<file path="config.mk">
export PLATFORM = sky130hd
export DESIGN_NAME = srg_controller
export DESIGN_NICKNAME = d
export VERILOG_FILES = /design/src/design/srg_pkg.sv /design/src/design/srg_controller.sv
export SDC_FILE = /design/constraint.sdc
export NUM_CORES = 1
export LEC_CHECK = 0
export BUFFER_PORTS_ARGS = -buffer_cell sky130_fd_sc_hd__buf_4
export CAP_MARGIN = 20
export CORE_MARGIN = 2
export CORE_UTILIZATION = 31
export CTS_BUF_LIST = sky130_fd_sc_hd__clkbuf_8
export DETAILED_ROUTE_END_ITERATION = 8
export PLACE_DENSITY_LB_ADDON = 0.05
export SLEW_MARGIN = 20
export SYNTH_ARGS = -nofsm -noshare
export SYNTH_HDL_FRONTEND = slang
export SYNTH_SLANG_ARGS = --single-unit
</file>
<file path="constraint.sdc">
create_clock -name clock -period 1.4 [get_ports clock]
set_clock_uncertainty 0.05 [all_clocks]
set_input_delay 0.28 -clock clock [delete_from_list [all_inputs] [get_ports clock]]
set_output_delay 0.28 -clock clock [all_outputs]
set_load 0.1 [all_outputs]
</file>
<file path="src/design/srg_pkg.sv">
// shared types, constants and helpers of the subtractive random generator
package srg_pkg;

   localparam int unsigned TABLE_LEN    = 55;
   localparam int unsigned ADDR_W       = 6;
   localparam int unsigned SEED_STRIDE  = 21;
   localparam int unsigned SECOND_START = 31;
   localparam int unsigned MIX_PASSES   = 4;
   localparam int unsigned MIX_STEPS    = MIX_PASSES * TABLE_LEN;
   localparam int unsigned MIX_CNT_W    = 8;

   localparam logic REQ_RAW    = 1'b0;
   localparam logic REQ_RANGED = 1'b1;

   typedef struct packed {
      logic               req_type;
      logic signed [31:0] range_n;
      logic               reseed;
   } srg_request_type;

   typedef struct packed {
      logic [29:0] raw_value;
      logic [30:0] ranged_value;
   } srg_response_type;

   typedef enum logic [3:0] {
      ST_IDLE,
      ST_REDUCE,
      ST_FILL,
      ST_MIX_READ,
      ST_MIX_WRITE,
      ST_DRAW_READ,
      ST_DRAW_WRITE,
      ST_MULTIPLY,
      ST_RECIP,
      ST_BACK,
      ST_CORRECT
   } srg_state_type;

   typedef struct packed {
      logic capture;
      logic load_seed;
      logic red_step;
      logic fill_step;
      logic mix_read;
      logic mix_write;
      logic draw_read;
      logic draw_write;
      logic multiply;
      logic recip;
      logic back;
      logic finish_zero;
      logic finish_raw;
      logic finish_ranged;
   } srg_cmd_type;

   typedef struct packed {
      logic seeded;
      logic ranged;
      logic red_done;
      logic fill_done;
      logic mix_done;
   } srg_status_type;

   // circular step over the table
   function automatic logic [ADDR_W-1:0] next_addr(input logic [ADDR_W-1:0] a);
      logic [ADDR_W-1:0] r;
      if (a == ADDR_W'(TABLE_LEN - 1)) begin
         r = '0;
      end else begin
         r = a + ADDR_W'(1);
      end
      return r;
   endfunction

endpackage

</file>
<file path="src/design/srg_controller.sv">
// sequencer for seeding, mixing, drawing and the ranged scaling
module srg_controller (
   input  logic                    clock,
   input  logic                    reset,
   input  logic                    start,
   input  srg_pkg::srg_request_type req_data,
   input  srg_pkg::srg_status_type  status,
   output srg_pkg::srg_cmd_type     cmd,
   output logic                    busy
);
   import srg_pkg::*;

   srg_state_type state_ff;
   srg_state_type state_in;
   logic          zero_req;
   logic          need_seed;

   // ranged request with n <= 0 gives zeros and leaves the generator alone
   assign zero_req  = (req_data.req_type == REQ_RANGED) &&
                      (req_data.range_n[31] || (req_data.range_n == 32'sd0));
   assign need_seed = req_data.reseed || !status.seeded;

   always_comb begin
      state_in = state_ff;
      case (state_ff)
         ST_IDLE: begin
            if (start) begin
               if (zero_req) begin
                  state_in = ST_IDLE;
               end else if (need_seed) begin
                  state_in = ST_REDUCE;
               end else begin
                  state_in = ST_DRAW_READ;
               end
            end
         end
         ST_REDUCE: begin
            if (status.red_done) begin
               state_in = ST_FILL;
            end
         end
         ST_FILL: begin
            if (status.fill_done) begin
               state_in = ST_MIX_READ;
            end
         end
         ST_MIX_READ: begin
            state_in = ST_MIX_WRITE;
         end
         ST_MIX_WRITE: begin
            if (status.mix_done) begin
               state_in = ST_DRAW_READ;
            end else begin
               state_in = ST_MIX_READ;
            end
         end
         ST_DRAW_READ: begin
            state_in = ST_DRAW_WRITE;
         end
         ST_DRAW_WRITE: begin
            if (status.ranged) begin
               state_in = ST_MULTIPLY;
            end else begin
               state_in = ST_IDLE;
            end
         end
         ST_MULTIPLY: begin
            state_in = ST_RECIP;
         end
         ST_RECIP: begin
            state_in = ST_BACK;
         end
         ST_BACK: begin
            state_in = ST_CORRECT;
         end
         ST_CORRECT: begin
            state_in = ST_IDLE;
         end
         default: begin
            state_in = ST_IDLE;
         end
      endcase
   end

   always_comb begin
      cmd = '0;
      case (state_ff)
         ST_IDLE: begin
            if (start) begin
               cmd.capture = 1'b1;
               if (zero_req) begin
                  cmd.finish_zero = 1'b1;
               end else if (need_seed) begin
                  cmd.load_seed = 1'b1;
               end
            end
         end
         ST_REDUCE: begin
            cmd.red_step = 1'b1;
         end
         ST_FILL: begin
            cmd.fill_step = 1'b1;
         end
         ST_MIX_READ: begin
            cmd.mix_read = 1'b1;
         end
         ST_MIX_WRITE: begin
            cmd.mix_write = 1'b1;
         end
         ST_DRAW_READ: begin
            cmd.draw_read = 1'b1;
         end
         ST_DRAW_WRITE: begin
            cmd.draw_write = 1'b1;
            cmd.finish_raw = !status.ranged;
         end
         ST_MULTIPLY: begin
            cmd.multiply = 1'b1;
         end
         ST_RECIP: begin
            cmd.recip = 1'b1;
         end
         ST_BACK: begin
            cmd.back = 1'b1;
         end
         ST_CORRECT: begin
            cmd.finish_ranged = 1'b1;
         end
         default: begin
            cmd = '0;
         end
      endcase
   end

   assign busy = (state_ff != ST_IDLE);

   always_ff @(posedge clock) begin
      if (reset) begin
         state_ff <= ST_IDLE;
      end else begin
         state_ff <= state_in;
      end
   end

endmodule

</file>
==> results of run 1 <==
cells in the mapped netlist (2+ instances only):
master	instances	area, µm²
o21ai_1	2	10.0
a21oi_1	2	10.0
inv_1	4	15.0
nand2_1	4	15.0
o21a_1	3	22.5
nor2b_1	2	12.5
nor4_1	8	50.1
nor2_1	13	48.8
a211oi_1	2	15.0
dfxtp_1	4	80.1
nand4_1	2	12.5
nor3_1	6	30.0
nand2b_1	2	12.5
buf_4	2	15.0
o21ai_0	2	10.0
cells by family after synthesis:
kind of cell    count (synthesis)  synth area share, %
flops                           4                 15.3
buf+inv                         8                 8.83
simple gates                   43                 46.3
xor+xnor                        1                 1.67
mux                             1                 2.86
compound gates                 18                 25.1
stage by stage:
step | setup slack, ns | instance area [µm²] | cells | hold WS [ns] | setup TNS, ns
2_1_floorplan | -0.634 | 688 | 75 | 0.293 | -4.87
3_3_place_gp | -0.490 | 1210 | 160 | 0.417 | -2.51
3_5_place_dp | -0.507 | 1210 | 160 | 0.420 | -2.66
==> run summary, run 1 <==
Num CTS Buffers -> 3
Asr flop ratio synth -> 0%
Exit stage -> clock tree synthesis
# Post-CTS Setup Buffers -> 7
IO Port Bufs -> 56
Run status -> aborted with a tool error
I/O pins -> 57
Htree depth -> 1
Rows -> 14
Synth cell types -> 32
DIE HEIGHT -> 45.1 µm
Syn avg cell area -> 6.99 µm²
Mapped Area -> 524 µm²
Cells after Synth -> 75
Clk root buf -> clkbuf_8
HPWL Detailed -> 1.70 mm
Clk buf depth -> 2
Sequential cell area fraction in the yosys report -> 15.3%
Syn Nets -> 117
Yosys reg bits -> 4
Hold bufs inserted after CTS -> 0
Routability Congestion -> 0.776
Top_reg_cell synth -> dfxtp_1
Post-synth EDFFs -> 0
Initial core utilization -> 34.0%
CTS resizes -> 67
Clock sinks -> 4
Error msg -> [ERROR DPL-0038] Utilization greater than 100%, impossible to legalize
Die Wd -> 45.1 µm
Synth warnings -> 0
==> inputs of run 2 (changes only) <==
- CORE_AREA: unset -> 2 2 63 65
- CORE_MARGIN: 2 -> unset
- CORE_UTILIZATION: 31 -> unset
- CTS_BUF_LIST: sky130_fd_sc_hd__clkbuf_8 -> unset
- DIE_AREA: unset -> 0 0 65 67
- PLACE_DENSITY_LB_ADDON: 0.05 -> 0.15
- clock period: 1.4 -> 1.82 ns (I/O delays scaled with it)
==> run 2 against run 1 <==
Compared with the run above: the flow now finishes, with violations (setup timing); synthesized cell count did not move; area after synthesis unchanged.
==> run summary, run 2 <==
Run status -> complete, but fails checks
Failing checks -> setup timing
Setup WS pre-CTS -> -0.266 ns
WS Path Type -> input port to output pin
Final core area utilization -> 40.0%
Fin crit share -> 106%
Final hold vios -> 0
Multi-input gate area -> 626 µm²
TritonCTS clock tree -> built
Wire per inst -> 11.9 µm
Commonest cells after routing, fill and taps aside -> buf_4, buf_6, nor3_4, nor2_1
Worst-skew pair later-pin latency -> 0.22 ns
Worst hold slack -> 0.289 ns
Simple-gate portion of the synthesized area -> 46.3%
Tot Pwr -> 1.67 mW
P&R area growth vs syn -> 175%
IO Port Bufs -> 56
Routed WL -> 2.23 mm
Cells after Synth -> 75
Top_reg_cell synth -> dfxtp_1
HPWL Detailed -> 1.78 mm
Global Route Usage Sum -> 11.1%
Filler cell count -> 364
Max Fanout on Critical Path -> 2
Largest net degree at the start of global routing -> 16
Fin. max-slew vios -> 0
Initial DRC count -> 24
Biggest regs -> state_ff x4
Sequential cell area fraction in the yosys report -> 15.3%
Largest Register -> state_ff
Period minus WS final -> 1.92 ns
I/O pins -> 57
Initial antenna violation count -> 0
Hold bufs inserted after CTS -> 0
Die area -> 0.00436 mm²
Max cap viols -> 0
Syn Nets -> 117
Drt first pass iters -> 2
Yosys top cell area share -> 15.3%
CP required -> 1.41 ns
Syn avg cell area -> 6.99 µm²
Clock sinks -> 4
Final setup viols -> 2
Peak VDD IR -> 1.12 mV
Synth warnings -> 0
Diodes inserted -> 0
Most frequent cells after synthesis -> nor2_1, nor4_1, nor3_1
First-pass GRT wire length -> 3.77 mm
Commonest non-fill, non-tap cell in the layout -> buf_4
Setup TNS -> -0.123 ns
Max FFs per register -> 4
Core area -> 0.00361 mm²
Synth Area in Adders -> 0%
Synth top area cells -> dfxtp_1, nor4_1, nor2_1, nor3_1, o21a_1
Num CTS Buffers -> 3
Final net count -> 184
Max-slew headroom -> 81.1%
Mapped Area -> 524 µm²
Clock-pin slew on the worst setup and hold paths -> 0.03 ns
Setup slack after layout -> -0.105 ns
CP Launch Type -> input port
DIE HEIGHT -> 67 µm
Dpl cells -> 183
Clk buf depth -> 2
Routability Congestion -> 0.695
Main combinational cell family by area after synthesis -> simple AND/OR/NAND/NOR gates
Leading area contributor after synthesis -> dfxtp_1
CP arrival -> 1.51 ns
Htree depth -> 1
Via density -> 4.28
Clk root buf -> clkbuf_8
Number of global-route vias before repair -> 877
Xor and xnor fraction of the mapped netlist area -> 1.67%
Post-route ant nets -> 0
Worst Tran Pin Value -> 0.282 ns
Die Wd -> 65 µm
Cell with the most instances after synthesis -> nor2_1
Compound-gate portion of the synthesized area -> 25.1%
DRC Markers -> 0
GRT overflow -> 0
Sequential standard cell area -> 90.1 µm²
Via count -> 804
Setup crit end kind -> output pin
LEAKAGE -> 0.585 nW
Final Cell Area -> 0.00144 mm²
Finished Layout Cells -> 188
Rows -> 22
Fmax -> 520 MHz
Post-synth EDFFs -> 0
Synth cell types -> 32
Placed cell area -> 0.00117 mm²
Asr flop ratio synth -> 0%
Unrepaired setup endpoints after global routing -> true
Initial core utilization -> 14.5%
Share of cells above drive strength 1 -> 76.4%
Yosys reg bits -> 4
Multiplexer share of the synthesized area -> 2.86%
Hold crit path type -> input port to flip-flop
Pwr per Cell Area -> 1160 mW/mm²
-- run 2: final cells by class --
cell class	instances	share of cell area, %
multi-input combinational	63	43.3
sequential	4	6.24
inverter	4	1.04
timing repair buffer	66	42.4
tap	48	4.16
clock buffer	3	2.86
-- run 2: worst paths after layout --
| path | start | to | slack (ns) | cells past startpoint |
|---|---|---|---|---|
| worst max-delay path | req_data[21] | cmd[12] | -0.10 | 8 |
| worst min-delay path | reset | state_ff[3] | 0.29 | 2 |
| worst max register to register | state_ff[0] | state_ff[2] | 0.32 | 6 |
| worst min register to register | state_ff[1] | state_ff[0] | 0.62 | 4 |
-- run 2: what timing repair did --
| action | CTS | global route |
|---|---|---|
| setup buffers | 1 | 1 |
| endpoints found under the setup margin | 9 | 10 |
| pin swaps | 12 | 5 |
| gates resized for setup | 33 | 15 |
-- run 2: power breakdown --
part	leakage, nW	switching, mW	internal [mW]
Combinational	0.528	0.844	0.470
Clock	0.0216	0.0448	0.141
Sequential	0.0350	0.0555	0.120
-- run 2: kinds of logic (layout without fill, tap and decap cells) --
kind of cell | count (synthesis) | after routing
AOI/OAI and AO/OA | 18 | 18
xor gates and xnor gates | 1 | 1
buffers and inverters | 8 | 73
DFF | 4 | 4
muxes | 1 | 1
and+or+nand+nor | 43 | 43
-- run 2: critical path, cell delays in order --
cell     delay (ns)
buf_4          0.11
nor4_2         0.25
nand4_1        0.16
nor2_2         0.15
buf_4          0.13
o21a_4         0.14
nor3_4         0.05
buf_12         0.17
-- run 2: per-layer routing --
layer / GRT usage (%) / share of wire, % / wire length, µm
met1: 13.1 / 39 / 880
met2: 19.2 / 52 / 1150
met3: 3.21 / 8.3 / 185
met4: 3.46 / 0.67 / 15
met5: 0 / 0 / 0
No activity file was read; power rests on OpenSTA's default activity.
==> inputs of run 3 (changes only) <==
- clock period: 1.82 -> 2.25 ns (I/O delays scaled with it)
==> run 3 against run 2 <==
Compared with the run above: the flow now finishes without violations; setup slack gained 0.21 ns; final cell count shrank 2.7%; clock-buffer cell count is the same; critical endpoint is now cmd[2]; highest routed layer unchanged.
==> run summary, run 3 (synthesis gave the netlist of run 2 again) <==
Final hold vios -> 0
Initial antenna violation count -> 0
Hold crit path type -> input port to flip-flop
Gr busiest metal -> met2
CP required -> 1.75 ns
CP arrival -> 1.65 ns
Via density -> 4.36
P&R area growth vs syn -> 120%
Routability Congestion -> 0.691
Hold Path End -> state_ff[1]
Rows -> 22
Worst Tran Pin Value -> 0.372 ns
Commonest cells after routing, fill and taps aside -> buf_4, nor2_1, nor3_4, nor4_1, nor2_2
Clock-pin slew on the worst setup and hold paths -> 0.03 ns
Hold Path Stages -> 2
WS Path Type -> input port to output pin
Initial DRC count -> 1
Via count -> 798
Min-delay src -> reset
Num CTS Buffers -> 3
Fin crit share -> 95.4%
Register-to-Register Setup Slack -> 0.47 ns
Max Fanout on Critical Path -> 2
Run status -> completed
I/O pins -> 57
Final net count -> 179
Diodes inserted -> 0
Fmax -> 466 MHz
R2R depth -> 6
Max FFs per register -> 4
Unrepaired setup endpoints after global routing -> false
Setup slack after layout -> 0.104 ns
LEAKAGE -> 0.508 nW
Post-route ant nets -> 0
Max-slew headroom -> 75.2%
DIE HEIGHT -> 67 µm
Htree depth -> 1
Share of cells above drive strength 1 -> 63.7%
Die area -> 0.00436 mm²
Initial core utilization -> 14.5%
CP Launch Type -> input port
Largest Register -> state_ff
CTS resizes -> 0
Setup WS pre-CTS -> 0.0372 ns
Drt first pass iters -> 2
DRC Markers -> 0
Biggest regs -> state_ff x4
Pwr per Cell Area -> 1030 mW/mm²
R2r startpoint -> state_ff[0]
Wire per inst -> 11.6 µm
Hold bufs inserted after CTS -> 0
Die Wd -> 65 µm
TritonCTS clock tree -> built
First-pass GRT wire length -> 3.53 mm
HPWL Detailed -> 1.86 mm
Tot Pwr -> 1.19 mW
Fin. max-slew vios -> 0
Filler cell count -> 394
Final setup viols -> 0
# Post-CTS Setup Buffers -> 0
Max cap viols -> 0
Largest net degree at the start of global routing -> 16
Met1 usage -> 11.5%
Core area -> 0.00361 mm²
Number of global-route vias before repair -> 873
Setup crit end kind -> output pin
Period minus WS final -> 2.15 ns
Met2 Use GR -> 19.6%
Clock sinks -> 4
Peak VDD IR -> 0.692 mV
IO Port Bufs -> 56
Clk buf depth -> 2
Clk root buf -> clkbuf_8
RR Endpoint -> state_ff[2]
Commonest non-fill, non-tap cell in the layout -> buf_4
Worst-skew pair later-pin latency -> 0.22 ns
Routed WL -> 2.12 mm
GRT overflow -> 0
M3 GR Usage -> 2.53%
Global Route Usage Sum -> 10.7%
run 3: cell types whose count changed in the layout (fill, tap and decap cells not counted), moves of 2 or more:
| cell | delta |
|---|---|
| nand2b_1 | +2 |
| dfxtp_4 | -2 |
| nor2_4 | -5 |
| buf_12 | -3 |
| nor4_1 | +6 |
| buf_6 | -17 |
| dfxtp_1 | +4 |
| nor2_2 | +4 |
| nor4_2 | -2 |
| dfxtp_2 | -2 |
| nand2b_4 | -2 |
| buf_4 | +16 |
| nor4_4 | -4 |
run 3: worst max-delay path: stages:
cell and delay [ns]:
buf_4 0.11, nor4_1 0.29, nand4_1 0.13, nor2_1 0.14, o21ai_0 0.15, nor2_2 0.18, buf_8 0.21
run 3: worst max path at each step:
stage | start | to | cells after the start
after floorplan | state_ff[2] | cmd[12] | 4
after global routing | req_data[10] | cmd[2] | 7
after global placement | req_data[17] | cmd[2] | 7
after CTS | req_data[25] | cmd[2] | 7
after detailed placement | req_data[25] | cmd[2] | 7
final | req_data[6] | cmd[2] | 7
run 3: metal layers:
| metal | vias to the layer above | share of wire (%) |
|---|---|---|
| met1 | 341 | 40 |
| met3 | 4 | 11 |
| met5 | - | 0 |
| li1 | 400 | - |
| met2 | 53 | 48 |
| met4 | 0 | 1.4 |
run 3: area by class of cell:
cell class	count	area, µm²	share of cell area (%)
well taps	48	60.1	5.21
inverters	4	15.0	1.30
multi-input cells	63	490	42.6
repair buffers	61	465	40.4
flip-flops and latches	4	80.1	6.95
clock buffers	3	41.3	3.58
run 3: metrics by stage:
step	utilization (%)	hold WS (ns)	instance area (µm²)	instances	setup TNS [ns]
floorplan	-	0.472	604	75	-0.534
global placement	30.3	0.610	1090	180	0
detailed placement	30.3	0.609	1090	180	0
CTS	31.4	0.386	1130	183	0
global route	32.0	0.397	1150	183	0
finish	32.0	0.386	1150	183	0
run 3: where the power goes:
group          switching, mW  internal [mW]
clock network         0.0357          0.114
logic                  0.653          0.278
registers             0.0214         0.0902
total                  0.710          0.482
==> inputs of run 4 (changes only) <==
- REMOVE_ABC_BUFFERS: unset -> 1
==> run 4 against run 3 <==
Compared with the run above: global-route usage decreased by 0.91 points; setup slack better by 0.077 ns; clock-buffer cell count is the same; first-iteration DRC count increased to 25 times the previous value; flip-flop and latch count did not move; via count decreased by 2.0%; total power down 4.9%; maximum frequency increased by 3.7%.
==> run summary, run 4 (synthesis gave the netlist of run 2 again) <==
Routed WL -> 2.09 mm
CP bufs+invs -> 2
DRC Markers -> 0
P&R area growth vs syn -> 107%
Worst-skew pair later-pin latency -> 0.22 ns
Rows -> 22
Setup WS pre-CTS -> 0.0502 ns
Worst path top cell family by delay -> simple AND/OR/NAND/NOR gates
Setup crit end kind -> output pin
Drt first pass iters -> 4
Routability Congestion -> 0.713
LEAKAGE -> 0.506 nW
Clock-pin slew on the worst setup and hold paths -> 0.03 ns
Largest net degree at the start of global routing -> 16
Period minus WS final -> 2.07 ns
Clk buf depth -> 2
Commonest non-fill, non-tap cell in the layout -> buf_4
Internal -> 0.470 mW
Setup TNS -> 0 ns
Post-route ant nets -> 0
First-pass GRT wire length -> 3.24 mm
Switching Fraction -> 58.5%
Hold bufs inserted after CTS -> 0
Fin crit share -> 92.0%
Final setup viols -> 0
Cell Chain, Critical Path -> buf_4 -> nor4_2 -> nand4_1 -> nor2_1 -> o21ai_1 -> nor2_1 -> buf_6
WS Path Type -> input port to output pin
Dpl cells -> 180
Clk root buf -> clkbuf_8
Switching pwr -> 0.664 mW
Wire per inst -> 11.4 µm
Final hold vios -> 0
IO Port Bufs -> 56
GRT overflow -> 0
Final core area utilization -> 30.2%
Num CTS Buffers -> 3
Combinational Power Share -> 77.7%
Crit-path max cell delay -> 0.26 ns
CP Launch Type -> input port
Share of cells above drive strength 1 -> 57.8%
Worst Tran Pin Value -> 0.335 ns
CP required -> 1.75 ns
Via count -> 782
Number of global-route vias before repair -> 731
TritonCTS clock tree -> built
Initial antenna violation count -> 0
Unrepaired setup endpoints after global routing -> false
Die Wd -> 65 µm
Worst path slowest cell -> nor4_2
I/O pins -> 57
Fmax -> 483 MHz
CP dominant cell by count -> nor2_1
Initial core utilization -> 14.5%
Fin. max-slew vios -> 0
Placed cell area -> 0.00101 mm²
Pwr per Cell Area -> 1040 mW/mm²
Largest Register -> state_ff
Htree depth -> 1
Max cap viols -> 0
Max FFs per register -> 4
Peak VDD IR -> 1.02 mV
Final net count -> 179
Die area -> 0.00436 mm²
Clock Power Share -> 13.2%
Flop pwr share -> 9.1%
Max Fanout on Critical Path -> 2
CP arrival -> 1.57 ns
Setup slack after layout -> 0.181 ns
Diodes inserted -> 0
Core area -> 0.00361 mm²
Clock sinks -> 4
Max-slew headroom -> 77.6%
Run status -> completed
Via density -> 4.27
Biggest regs -> state_ff x4
Finished Layout Cells -> 183
Final Cell Area -> 0.00109 mm²
Initial DRC count -> 25
Hold crit path type -> input port to flip-flop
Global Route Usage Sum -> 9.74%
DIE HEIGHT -> 67 µm
Commonest cells after routing, fill and taps aside -> buf_4, nor2_1, nor3_1, nor4_2
HPWL Detailed -> 1.71 mm
[run 4: worst paths after layout]
path | start | endpoint | slack [ns] | cells after the start
worst min register to register | state_ff[3] | state_ff[0] | 0.62 | 4
worst min-delay path | reset | state_ff[1] | 0.39 | 2
worst max register to register | state_ff[0] | state_ff[2] | 0.61 | 6
worst max-delay path | req_data[7] | cmd[2] | 0.18 | 7
[run 4: timing repair]
item,CTS,global route
buffers inserted,0,0
endpoints found under the hold margin,0,0
resized for setup,0,7
setup endpoints to repair,0,2
[run 4: metal layers]
layer | up-vias | share of wire, % | global-route usage (%)
li1 | 401 | - | -
met1 | 339 | 43 | 12.0
met2 | 40 | 47 | 16.1
met3 | 2 | 9.0 | 3.38
met4 | 0 | 0.72 | 2.39
met5 | - | 0 | 0
[run 4: cell type report]
cell class,instances,area [µm²]
sequential,4,80.1
multi-input combinational,63,429
timing repair buffer,61,462
inverter,4,15.0
fill,414,2520
clock buffer,3,41.3
tap,48,60.1
[run 4: power by group through the flow]
stage / Clock [mW] / Combinational, mW / Sequential, mW
after global placement: 0 / 0.872 / 0.104
after global routing: 0.160 / 0.941 / 0.105
after floorplan: 0 / 0.591 / 0.143
after detailed placement: 0 / 0.874 / 0.104
after CTS: 0.155 / 0.875 / 0.103
final: 0.150 / 0.881 / 0.103
[run 4: metrics by stage]
step	hold WS (ns)	power (mW)
after floorplan	0.472	0.734
after global placement	0.613	0.977
after detailed placement	0.615	0.978
after CTS	0.385	1.13
after global routing	0.394	1.21
final	0.386	1.13
